File: src/sv/mwsc_pkg.sv
// ----------------------------------------------------------------------------
// mwsc_pkg: shared types and constants for the mecanum wheel speed commander
// Field widths, arithmetic widths, register indexes and the command/status
// structs between the sequencer and the datapath.
// ----------------------------------------------------------------------------
package mwsc_pkg;

  // Payload and register widths
  localparam int VEL_W      = 20;
  localparam int YAW_W      = 22;
  localparam int GAIN_W     = 24;
  localparam int ARM_W      = 16;
  localparam int TICK_W     = 16;
  localparam int ID_W       = 8;
  localparam int CAN_ID_W   = 29;
  localparam int DATA_W     = 32;
  localparam int CFG_IDX_W  = 3;
  localparam int CFG_DATA_W = 24;
  localparam int NUM_WHEELS = 4;

  // Arithmetic widths: velocities are Q16, the bracket is Q32
  localparam int LIN_SHIFT  = 16;
  localparam int TURN_W     = ARM_W + 1 + YAW_W;       // signed arm * yaw
  localparam int BRK_W      = TURN_W + 1;              // sum of three terms
  localparam int MAG_W      = BRK_W - 1;
  localparam int MAG_LO_W   = 20;
  localparam int MAG_HI_W   = MAG_W - MAG_LO_W;
  localparam int PLO_W      = MAG_LO_W + GAIN_W;
  localparam int PHI_W      = MAG_HI_W + GAIN_W;
  localparam int PROD_W     = MAG_W + GAIN_W;
  localparam int FRAC_SHIFT = 40;                      // Q32 * Q8
  localparam int SPD_W      = PROD_W - FRAC_SHIFT;

  localparam logic [TICK_W-1:0] TICK_MAX = '1;

  // Frame id: wheel id with the set-speed packet kind above it
  localparam int                  KIND_SHIFT            = 8;
  localparam logic [CAN_ID_W-1:0] PACKET_KIND_SET_SPEED = CAN_ID_W'(3);

  localparam logic ACTION_CMD  = 1'b0;
  localparam logic ACTION_TICK = 1'b1;

  typedef enum logic [CFG_IDX_W-1:0] {
    REG_ERPM_GAIN      = 3'd0,
    REG_ARM_LENGTH     = 3'd1,
    REG_TIMEOUT_TICKS  = 3'd2,
    REG_SEND_PERIOD    = 3'd3,
    REG_ID_FRONT_LEFT  = 3'd4,
    REG_ID_FRONT_RIGHT = 3'd5,
    REG_ID_REAR_LEFT   = 3'd6,
    REG_ID_REAR_RIGHT  = 3'd7
  } cfg_reg_e;

  typedef enum logic [1:0] {
    WHEEL_FL = 2'd0,
    WHEEL_FR = 2'd1,
    WHEEL_RL = 2'd2,
    WHEEL_RR = 2'd3
  } wheel_e;

  typedef struct packed {
    logic   turn_en;
    logic   brk_en;
    logic   abs_en;
    logic   mul_en;
    logic   fin_en;
    wheel_e wheel;
  } dp_cmd_t;

  typedef struct packed {
    logic burst;
    logic out_free;
  } dp_status_t;

endpackage

File: src/sv/mecanum_wheel_speed_commander.sv
// ----------------------------------------------------------------------------
// mecanum_wheel_speed_commander: four-wheel mecanum inverse kinematics
// Turns body velocity commands and 1 ms ticks into bursts of four wheel
// speed frames (front-left, front-right, rear-left, rear-right).
// ----------------------------------------------------------------------------
// A velocity command leaves the input ready, and so does a tick that does
// not end the send period. A tick that ends the period starts a burst: the
// arm * yaw product first, then for each wheel the bracket sum, magnitude,
// split multiply by the gain and finish steps through a single shared
// datapath; the finish step waits while the output register holds a beat
// that is not taken. The input is not ready again until the fourth beat
// sits in the output register; that beat may still wait there while new items come in.
// Speeds are zero once the command is timeout_ticks old or older.
module mecanum_wheel_speed_commander (
  input  logic                                   clk_i,
  input  logic                                   rst_ni,
  input  logic                                   cfg_we_i,
  input  logic [mwsc_pkg::CFG_IDX_W-1:0]         cfg_idx_i,
  input  logic [mwsc_pkg::CFG_DATA_W-1:0]        cfg_data_i,
  input  logic                                   in_valid_i,
  output logic                                   in_ready_o,
  input  logic                                   action_i,
  input  logic signed [mwsc_pkg::VEL_W-1:0]      vx_i,
  input  logic signed [mwsc_pkg::VEL_W-1:0]      vy_i,
  input  logic signed [mwsc_pkg::YAW_W-1:0]      yaw_rate_i,
  output logic                                   out_valid_o,
  input  logic                                   out_ready_i,
  output logic [mwsc_pkg::CAN_ID_W-1:0]          can_id_o,
  output logic [mwsc_pkg::DATA_W-1:0]            data_word_o,
  output logic                                   last_o
);
  import mwsc_pkg::*;

  dp_cmd_t    cmd;
  dp_status_t status;
  logic       in_fire;

  assign in_fire = in_valid_i && in_ready_o;

  mwsc_ctrl u_ctrl (
    .clk_i      (clk_i),
    .rst_ni     (rst_ni),
    .in_fire_i  (in_fire),
    .status_i   (status),
    .in_ready_o (in_ready_o),
    .cmd_o      (cmd)
  );

  mwsc_datapath u_dp (
    .clk_i       (clk_i),
    .rst_ni      (rst_ni),
    .cfg_we_i    (cfg_we_i),
    .cfg_idx_i   (cfg_idx_i),
    .cfg_data_i  (cfg_data_i),
    .in_fire_i   (in_fire),
    .action_i    (action_i),
    .vx_i        (vx_i),
    .vy_i        (vy_i),
    .yaw_rate_i  (yaw_rate_i),
    .cmd_i       (cmd),
    .status_o    (status),
    .out_valid_o (out_valid_o),
    .out_ready_i (out_ready_i),
    .can_id_o    (can_id_o),
    .data_word_o (data_word_o),
    .last_o      (last_o)
  );

endmodule

File: src/sv/mwsc_ctrl.sv
// ----------------------------------------------------------------------------
// mwsc_ctrl: burst sequencer
// Walks the four wheels through bracket, magnitude, multiply and finish steps
// after a tick that ends a send period.
// ----------------------------------------------------------------------------
module mwsc_ctrl (
  input  logic                clk_i,
  input  logic                rst_ni,
  input  logic                in_fire_i,
  input  mwsc_pkg::dp_status_t status_i,
  output logic                in_ready_o,
  output mwsc_pkg::dp_cmd_t   cmd_o
);
  import mwsc_pkg::*;

  typedef enum logic [2:0] {
    S_IDLE,
    S_TURN,
    S_BRK,
    S_ABS,
    S_MUL,
    S_FIN
  } state_e;

  state_e state_q, state_d;
  wheel_e wheel_q, wheel_d;

  always_comb begin
    state_d = state_q;
    wheel_d = wheel_q;
    case (state_q)
      S_IDLE: begin
        if (in_fire_i && status_i.burst) begin
          state_d = S_TURN;
          wheel_d = WHEEL_FL;
        end
      end
      S_TURN: state_d = S_BRK;
      S_BRK:  state_d = S_ABS;
      S_ABS:  state_d = S_MUL;
      S_MUL:  state_d = S_FIN;
      S_FIN: begin
        // hold until the output register can take the beat
        if (status_i.out_free) begin
          if (wheel_q == WHEEL_RR) begin
            state_d = S_IDLE;
          end else begin
            state_d = S_BRK;
            wheel_d = wheel_e'(wheel_q + 2'd1);
          end
        end
      end
      default: state_d = S_IDLE;
    endcase
  end

  always_ff @(posedge clk_i or negedge rst_ni) begin
    if (!rst_ni) begin
      state_q <= S_IDLE;
      wheel_q <= WHEEL_FL;
    end else begin
      state_q <= state_d;
      wheel_q <= wheel_d;
    end
  end

  assign in_ready_o    = (state_q == S_IDLE);
  assign cmd_o.turn_en = (state_q == S_TURN);
  assign cmd_o.brk_en  = (state_q == S_BRK);
  assign cmd_o.abs_en  = (state_q == S_ABS);
  assign cmd_o.mul_en  = (state_q == S_MUL);
  assign cmd_o.fin_en  = (state_q == S_FIN) && status_i.out_free;
  assign cmd_o.wheel   = wheel_q;

endmodule

File: src/sv/mwsc_datapath.sv
// ----------------------------------------------------------------------------
// mwsc_datapath: command store, tick counters and wheel speed arithmetic
// Holds configuration, the last command and its age, and computes one wheel
// speed at a time through a split multiplier into the output register.
// ----------------------------------------------------------------------------
module mwsc_datapath (
  input  logic                                   clk_i,
  input  logic                                   rst_ni,
  input  logic                                   cfg_we_i,
  input  logic [mwsc_pkg::CFG_IDX_W-1:0]         cfg_idx_i,
  input  logic [mwsc_pkg::CFG_DATA_W-1:0]        cfg_data_i,
  input  logic                                   in_fire_i,
  input  logic                                   action_i,
  input  logic signed [mwsc_pkg::VEL_W-1:0]      vx_i,
  input  logic signed [mwsc_pkg::VEL_W-1:0]      vy_i,
  input  logic signed [mwsc_pkg::YAW_W-1:0]      yaw_rate_i,
  input  mwsc_pkg::dp_cmd_t                      cmd_i,
  output mwsc_pkg::dp_status_t                   status_o,
  output logic                                   out_valid_o,
  input  logic                                   out_ready_i,
  output logic [mwsc_pkg::CAN_ID_W-1:0]          can_id_o,
  output logic [mwsc_pkg::DATA_W-1:0]            data_word_o,
  output logic                                   last_o
);
  import mwsc_pkg::*;

  // Configuration
  logic [GAIN_W-1:0] gain_q;
  logic [ARM_W-1:0]  arm_q;
  logic [TICK_W-1:0] timeout_q;
  logic [TICK_W-1:0] period_cfg_q;
  logic [ID_W-1:0]   id_q [NUM_WHEELS];

  // Command state
  logic signed [VEL_W-1:0] held_vx_q, held_vy_q;
  logic signed [YAW_W-1:0] held_yaw_q;
  logic [TICK_W-1:0]       age_q, period_q;
  logic [TICK_W-1:0]       age_inc, period_inc;
  logic                    active_q;
  logic                    tick_fire;

  // Arithmetic pipeline
  logic signed [TURN_W-1:0] turn_q;
  logic signed [BRK_W-1:0]  brk_q;
  logic signed [BRK_W-1:0]  lin_x, lin_y, turn_ext, y_term, t_term;
  logic [MAG_W-1:0]         mag_q;
  logic                     neg_q;
  logic [PLO_W-1:0]         plo_q;
  logic [PHI_W-1:0]         phi_q;
  logic [PROD_W-1:0]        prod;
  logic [SPD_W-1:0]         spd;
  logic                     sub_y, sub_t, negate;

  // Output register
  logic                out_valid_q;
  logic [CAN_ID_W-1:0] can_id_q;
  logic [DATA_W-1:0]   data_q;
  logic                last_q;

  assign tick_fire  = in_fire_i && (action_i == ACTION_TICK);
  assign age_inc    = (age_q == TICK_MAX) ? age_q : age_q + 1'b1;
  assign period_inc = (period_q == TICK_MAX) ? period_q : period_q + 1'b1;

  assign status_o.burst    = tick_fire && (period_inc >= period_cfg_q);
  assign status_o.out_free = !out_valid_q || out_ready_i;

  always_ff @(posedge clk_i or negedge rst_ni) begin
    if (!rst_ni) begin
      gain_q       <= GAIN_W'(830592);
      arm_q        <= ARM_W'(24248);
      timeout_q    <= TICK_W'(1000);
      period_cfg_q <= TICK_W'(25);
      id_q[0]      <= ID_W'(71);
      id_q[1]      <= ID_W'(73);
      id_q[2]      <= ID_W'(72);
      id_q[3]      <= ID_W'(74);
    end else if (cfg_we_i) begin
      case (cfg_reg_e'(cfg_idx_i))
        REG_ERPM_GAIN:      gain_q       <= cfg_data_i[GAIN_W-1:0];
        REG_ARM_LENGTH:     arm_q        <= cfg_data_i[ARM_W-1:0];
        REG_TIMEOUT_TICKS:  timeout_q    <= cfg_data_i[TICK_W-1:0];
        REG_SEND_PERIOD:    period_cfg_q <= cfg_data_i[TICK_W-1:0];
        REG_ID_FRONT_LEFT:  id_q[0]      <= cfg_data_i[ID_W-1:0];
        REG_ID_FRONT_RIGHT: id_q[1]      <= cfg_data_i[ID_W-1:0];
        REG_ID_REAR_LEFT:   id_q[2]      <= cfg_data_i[ID_W-1:0];
        REG_ID_REAR_RIGHT:  id_q[3]      <= cfg_data_i[ID_W-1:0];
        default: ;
      endcase
    end
  end

  always_ff @(posedge clk_i or negedge rst_ni) begin
    if (!rst_ni) begin
      held_vx_q  <= '0;
      held_vy_q  <= '0;
      held_yaw_q <= '0;
      age_q      <= '0;
      period_q   <= '0;
      active_q   <= 1'b0;
    end else if (in_fire_i) begin
      if (action_i == ACTION_CMD) begin
        held_vx_q  <= vx_i;
        held_vy_q  <= vy_i;
        held_yaw_q <= yaw_rate_i;
        age_q      <= '0;
      end else begin
        age_q    <= age_inc;
        period_q <= status_o.burst ? '0 : period_inc;
        active_q <= age_inc < timeout_q;
      end
    end
  end

  // Wheel signs: front-left x-y-t, front-right x+y+t, rear-left x+y-t,
  // rear-right x-y+t; left wheels negated afterwards.
  assign sub_y  = (cmd_i.wheel == WHEEL_FL) || (cmd_i.wheel == WHEEL_RR);
  assign sub_t  = (cmd_i.wheel == WHEEL_FL) || (cmd_i.wheel == WHEEL_RL);
  assign negate = sub_t;

  assign lin_x    = BRK_W'($signed({held_vx_q, LIN_SHIFT'(0)}));
  assign lin_y    = BRK_W'($signed({held_vy_q, LIN_SHIFT'(0)}));
  assign turn_ext = BRK_W'(turn_q);
  assign y_term   = sub_y ? -lin_y : lin_y;
  assign t_term   = sub_t ? -turn_ext : turn_ext;

  // Magnitude is split so each partial product stays within 20x24 bits
  assign prod = (PROD_W'(phi_q) << MAG_LO_W) + PROD_W'(plo_q);
  assign spd  = prod[PROD_W-1:FRAC_SHIFT];

  always_ff @(posedge clk_i) begin
    if (cmd_i.turn_en) begin
      turn_q <= TURN_W'($signed({1'b0, arm_q})) * TURN_W'(held_yaw_q);
    end
    if (cmd_i.brk_en) begin
      brk_q <= lin_x + y_term + t_term;
    end
    if (cmd_i.abs_en) begin
      neg_q <= brk_q[BRK_W-1] ^ negate;
      // drop to zero once the command has timed out
      if (!active_q) begin
        mag_q <= '0;
      end else if (brk_q[BRK_W-1]) begin
        mag_q <= MAG_W'(-brk_q);
      end else begin
        mag_q <= MAG_W'(brk_q);
      end
    end
    if (cmd_i.mul_en) begin
      plo_q <= PLO_W'(mag_q[MAG_LO_W-1:0]) * PLO_W'(gain_q);
      phi_q <= PHI_W'(mag_q[MAG_W-1:MAG_LO_W]) * PHI_W'(gain_q);
    end
    // speed magnitude stays below 2^22, so the int32 clamp never engages
    if (cmd_i.fin_en) begin
      can_id_q <= (PACKET_KIND_SET_SPEED << KIND_SHIFT) | CAN_ID_W'(id_q[cmd_i.wheel]);
      data_q   <= neg_q ? -DATA_W'(spd) : DATA_W'(spd);
      last_q   <= (cmd_i.wheel == WHEEL_RR);
    end
  end

  always_ff @(posedge clk_i or negedge rst_ni) begin
    if (!rst_ni) begin
      out_valid_q <= 1'b0;
    end else if (cmd_i.fin_en) begin
      out_valid_q <= 1'b1;
    end else if (out_ready_i) begin
      out_valid_q <= 1'b0;
    end
  end

  assign out_valid_o = out_valid_q;
  assign can_id_o    = can_id_q;
  assign data_word_o = data_q;
  assign last_o      = last_q;

endmodule

File: config.mk
export PLATFORM = sky130hd
export DESIGN_NAME = mecanum_wheel_speed_commander
export DESIGN_NICKNAME = d
export VERILOG_FILES = /design/src/sv/mwsc_pkg.sv /design/src/sv/mecanum_wheel_speed_commander.sv /design/src/sv/mwsc_ctrl.sv /design/src/sv/mwsc_datapath.sv
export SDC_FILE = /design/constraint.sdc
export NUM_CORES = 2
export LEC_CHECK = 0
export ABC_AREA = 1
export CORE_ASPECT_RATIO = 1.75
export CORE_UTILIZATION = 34
export CTS_CLUSTER_SIZE = 25
export DETAILED_ROUTE_END_ITERATION = 8
export DONT_BUFFER_PORTS = 1
export GPL_ROUTABILITY_DRIVEN = 0
export SYNTH_ARGS = -nofsm -noshare
export SYNTH_HDL_FRONTEND = slang
export SYNTH_SLANG_ARGS = --single-unit
File: constraint.sdc
create_clock -name clk_i -period 7.8 [get_ports clk_i]
set_input_delay 0.78 -clock clk_i [delete_from_list [all_inputs] [get_ports clk_i]]
set_output_delay 0.78 -clock clk_i [all_outputs]
set_load 0.01 [all_outputs]
=== After elaboration in Yosys (flattened, before gate mapping) ===
Index checks and enable logic that the tools add are counted.

* Input bits: 95
* Flip-flop bits (word level): 452
* Logic and storage cells: 112

* Magnitude comparators: 3
* Eq/ne operators: 19
* Bitwise gates (word level): 3
* Add/subtract/negate cells: 10
* $mul: 3
* Multiplexer cells: 21
* Reduce and logical (&&, ||, !) cells: 26

{| class="wikitable"
|+ Operator list
! operator !! count
|-
| $mux 40 || 2
|-
| $mux 16 || 4
|-
| $add 63x44->63 || 1
|-
| $mul 20x24->44 || 1
|-
| $mul 19x24->43 || 1
|-
| $add 36x40->40 || 1
|-
| $add 40x40->40 || 1
|-
| $neg 36->40 || 1
|-
| $neg 39->40 || 1
|-
| $mul 17x22->39 || 1
|-
| $mux 39 || 1
|-
| $neg 39->39 || 1
|-
| $add 16x1->16 const B || 2
|-
| $eq 16x16->1 const B || 2
|-
| $neg 23->32 || 1
|-
| $mux 23 || 1
|-
| $reduce_and 2->1 || 11
|-
| $eq 3x3->1 const B || 6
|-
| $pmux 3 s6 || 1
|-
| $bmux 8 s2 || 1
|-
| $ge 16x16->1 || 1
|-
| $lt 16x16->1 || 1
|-
| $mux 8 || 2
|-
| $eq 3x2->1 const B || 4
|-
| 20 further kinds || 36
|}

=== Logic depth before layout (Yosys ltp) ===
* Depth in word-level cells: 7
* Gate-level depth with buffers: 28
* Depth with buffers taken out: 27

=== Modules after synthesis ===
From an unflattened synthesis, not the netlist that was laid out.

* Cells, all modules: 8517
* Area, all modules: 68504.5 µm²

{| class="wikitable"
|+ By module, submodules not included
! module !! cells each !! area each (µm²) !! instances
|-
| mwsc_datapath || 8471 || 68179.1 || 1
|-
| mwsc_ctrl || 44 || 317.8 || 1
|-
| mecanum_wheel_speed_commander || 2 || 7.5 || 1
|}

=== Worst setup path after synthesis ===
Ideal clock, no wire load.

* Path kind: register to register
* From: register u_dp.gain_q[10]
* To: register u_dp.plo_q[39], data pin
* Data required time: 7.535 ns
* Arrival: 5.974 ns
* Stages on the path, launching flop included: 29
* Path slack: 1.561 ns
* Cells stage by stage: dfstp_2 clkbuf_1 nand2_1 inv_1 fa_1 fa_1 inv_1 fa_1 inv_1 fa_1 inv_1 fa_1 inv_1 fa_1 inv_1 fa_1 inv_1 ha_1 nand2_1 nand2_1 a21oi_1 inv_1 a21oi_1 o21ai_0 a21oi_1 inv_1 a21oi_1 o21ai_0 xor2_1

* Longest elaborated chain between the ends: 1

{| class="wikitable"
|+ RTL lines
! what !! RTL line !! text
|-
| start: declaration || mwsc_datapath.sv:28 || <nowiki>logic [GAIN_W-1:0] gain_q;</nowiki>
|-
| start signal: assignment || mwsc_datapath.sv:79 || <nowiki>REG_ERPM_GAIN: gain_q <= cfg_data_i[GAIN_W-1:0];</nowiki>
|-
| $mul 20x24->44 || mwsc_datapath.sv:149 || <nowiki>plo_q <= PLO_W'(mag_q[MAG_LO_W-1:0]) * PLO_W'(gain_q);</nowiki>
|-
| end signal: assignment || mwsc_datapath.sv:149 ||
|-
| end: declaration || mwsc_datapath.sv:48 || <nowiki>logic [PLO_W-1:0] plo_q;</nowiki>
|}

No other way between the ends.
A chain may end at the register's enable or synchronous reset.

=== Final worst setup path ===
* From: register u_dp.gain_q[5]
* To: register u_dp.plo_q[41], data pin

Same word-level chain as after synthesis.

==> metrics.cfg <==
[outcome]
status = finished, violations left
violations = hold timing, slew limit

[sta]
min_period_ns = 7.37
finalCritPeriodShare = 0.945
finalSetupViolCount = 0
tightest_slew_ns = 1.55
clock.fmax_mhz = 136
setup_tns_ns = 0
timing.hold.ws_ns = -0.0794
clock_skew_ns = 0.0673
hold_violations = 3
slew_headroom = -0.0322
rsz0062_at_grt = false
maxSlewViolCount = 35

[detailed_routing]
first_pass_iters = 8
avgViaCountPerCell = 4.92
drc = 0
drt_wl_total_um = 205000
wl_per_cell_um = 18.7
ant_nets = 0
drtIter0Drc = 3269
vias = 53800

[cts]
post_cts_buffers = 0
htreeDepth = 2
clockRootBuffer = clkbuf_16
clk_path_buf_depth = 3
clock-sinks = 432
cts_inserted_buffers = 51
cts_tree = done
clkTransAtPathRegs_ns = 0.06
insertion_delay_ns = 0.69
cts_resized = 0
hold_buffers = 2

[grt]
grt_max_degree = 181
grtUsageTotal = 0.204
grt_antenna_before_repair = 22
gr-total-overflow = 0
grt_pass1_wl_um = 320000
grt_pass1_vias = 58900

[run]
maxCapViolations = 0

[logic_synthesis]
ys.flop_type = edfxtp_1
synth_simple_gate_area_frac = 0.167
synth.distinct_cells = 66
async_flop_share = 0.475
synth.avg_cell_area_sq_um = 8.08
ys_ff_latch = 432
synth_compound_area_frac = 0.0566
yosysTopAreaCell = fa_1
synth_mux_area_frac = 0.00878
synthesis.area_sq_um = 68000
synth_edf_count = 227
synth_seq_area_share = 0.176
netlist_instances = 8418
synth_top_family_by_area = adder cells
ys_warn_count = 0
synth_top_area_frac = 0.335
synthXorXnorAreaFrac = 0.0273
synth_fa_ha_area_frac = 0.420
synthTopCellsByArea = fa_1, inv_1, nand2_1, edfxtp_1, ha_1

[setup_path]
required_ns = 8.22
crit_type = reg -> reg
max_stage_delay_ns = 1.09
cp_max_fo = 16
endpoint_kind = flop
crit_family = adder cells
cp.buffers_inverters = 7
cp_slowest_cell = dfrtp_1
crit_top_cell = fa_1
setup.worst_path.start_class = flop
critPathArrivalTime_ns = 7.79

[floorplan]
num_rows = 216
start_util = 0.343
die_w_um = 340
die_y_um = 594
dieArea_sq_um = 202000
io_pins = 159
core_area_sq_um = 198000

[final_layout]
final_nets = 9973
drive_above_1_share = 0.0431
syn_to_final_growth_pct = 7.09

[placed_design]
port_buffers = 0
dp_hpwl_um = 169000

[hold_path]
min_path_type = in -> async

-- state kept, by name, summed over array words and instances (netlist names), 20 cells and up --
name and cells:
u_dp.held_vy_q 20, u_dp.mag_q 39, u_dp.id_q 32, u_dp.data_word_o 32, u_dp.held_yaw_q 22, u_dp.brk_q 40
u_dp.phi_q 43, u_dp.plo_q 24, u_dp.held_vx_q 20, u_dp.gain_q 24, u_dp.turn_q 39
-- layout by cell type, fill, tap and decap left out, types with 9 or more instances in the layout --
master     instances
a21o_1            15
a21oi_1          264
a31oi_1           24
buf_4            109
clkbuf_1           9
clkbuf_16         52
clkbuf_8           9
conb_1            21
dfrtp_1          168
dfstp_2           37
edfxtp_1         227
fa_1            1137
ha_1             462
inv_1           2248
mux2_2            53
nand2_1         2142
nand2_2           16
nand3_1          135
nand4_1           46
nor2_1           348
nor2_2            13
nor3_1            67
nor3_2             9
nor4_1            21
o211ai_1          12
o21a_1            24
o21ai_0          283
o21ai_1           10
o21bai_1          10
o22ai_1           17
xnor2_1           68
xor2_1           144
-- through the flow --
| step | cell area [sq um] | setup WS, ns | utilization | hold slack, ns | std cells |
|---|---|---|---|---|---|
| final | 72800 | 0.430 | 0.367 | -0.0794 | 10900 |
| after global routing | 72800 | 0.0780 | 0.367 | 0.130 | 10900 |
| after CTS | 72800 | 0.557 | 0.367 | 0.113 | 10900 |
| after detailed placement | 70900 | 0.549 | 0.358 | 0.438 | 10800 |
| after global placement | 70900 | 0.542 | 0.358 | 0.441 | 10800 |
| after floorplan | 68100 | 1.56 | - | 0.426 | 8437 |
-- layout make-up --
type                    instances  area, sq um
fillers                     20600       126000
multi-input cells            5424        46300
flip-flops and latches        432        12000
inverters                    2257         8470
well taps                    2616         3270
clock buffers                  70         1460
repair buffers                113          906
clock inverters                26          367
diodes                          4         10.0
-- cell usage after synthesis, types with 4 or more instances --
master / count
a211oi_1: 4
a21o_1: 15
a21oi_1: 264
a221oi_1: 7
a31oi_1: 24
and3_1: 8
buf_1: 10
buf_2: 7
buf_4: 23
clkbuf_1: 284
dfrtp_1: 168
dfstp_2: 37
edfxtp_1: 227
fa_1: 1137
ha_1: 462
inv_1: 2248
inv_2: 6
mux2_2: 53
nand2_1: 2142
nand2_2: 16
nand3_1: 135
nand3b_1: 7
nand4_1: 46
nor2_1: 353
nor2_2: 13
nor3_1: 69
nor3_2: 7
nor4_1: 21
o211ai_1: 12
o21a_1: 24
o21ai_0: 283
o21ai_1: 10
o21bai_1: 10
o22ai_1: 17
o31ai_1: 5
or2_2: 6
xnor2_1: 68
xor2_1: 144
-- path summary, 6_finish.rpt --
| path | slack, ns | startpoint | end | depth (start not counted) |
|---|---|---|---|---|
| setup reg to reg | 0.43 | u_dp.gain_q[5]$_DFFE_PN0P_ | u_dp.plo_q[41]$_DFFE_PP_ | 25 |
| hold / removal | -0.08 | rst_ni | u_dp.gain_q[14]$_DFFE_PN0P_ | 1 |
| max in group asynchronous | 6.54 | rst_ni | u_dp.held_vy_q[3]$_DFFE_PN0P_ | 1 |
| min in group clk_i | 0.24 | vy_i[5] | u_dp.held_vy_q[5]$_DFFE_PN0P_ | 2 |
| setup / recovery | 0.43 | u_dp.gain_q[5]$_DFFE_PN0P_ | u_dp.plo_q[41]$_DFFE_PP_ | 25 |
| hold reg to reg | 0.40 | u_dp.turn_q[0]$_DFFE_PP_ | u_dp.brk_q[0]$_DFFE_PP_ | 0 |
-- cell families after synthesis --
family / count (synthesis)
AOI/OAI and AO/OA: 698
xor gates and xnor gates: 212
adders and majority gates: 1599
buffers and inverters: 2581
DFF: 432
muxes: 53
other: 2
and+or+nand+nor: 2841
-- layer usage --
layer  vias up  routed length [um]  global-route usage
met5         -                 147                   0
met3       737                9830              0.0232
met2      1844              110000               0.394
met4        22               15400               0.130
met1     26800               69200               0.204
li1      24500                   -                   -
Power is left out: the tool's default activity adds up to more than one toggle a clock period on the data nets, which glitch-free logic cannot reach.
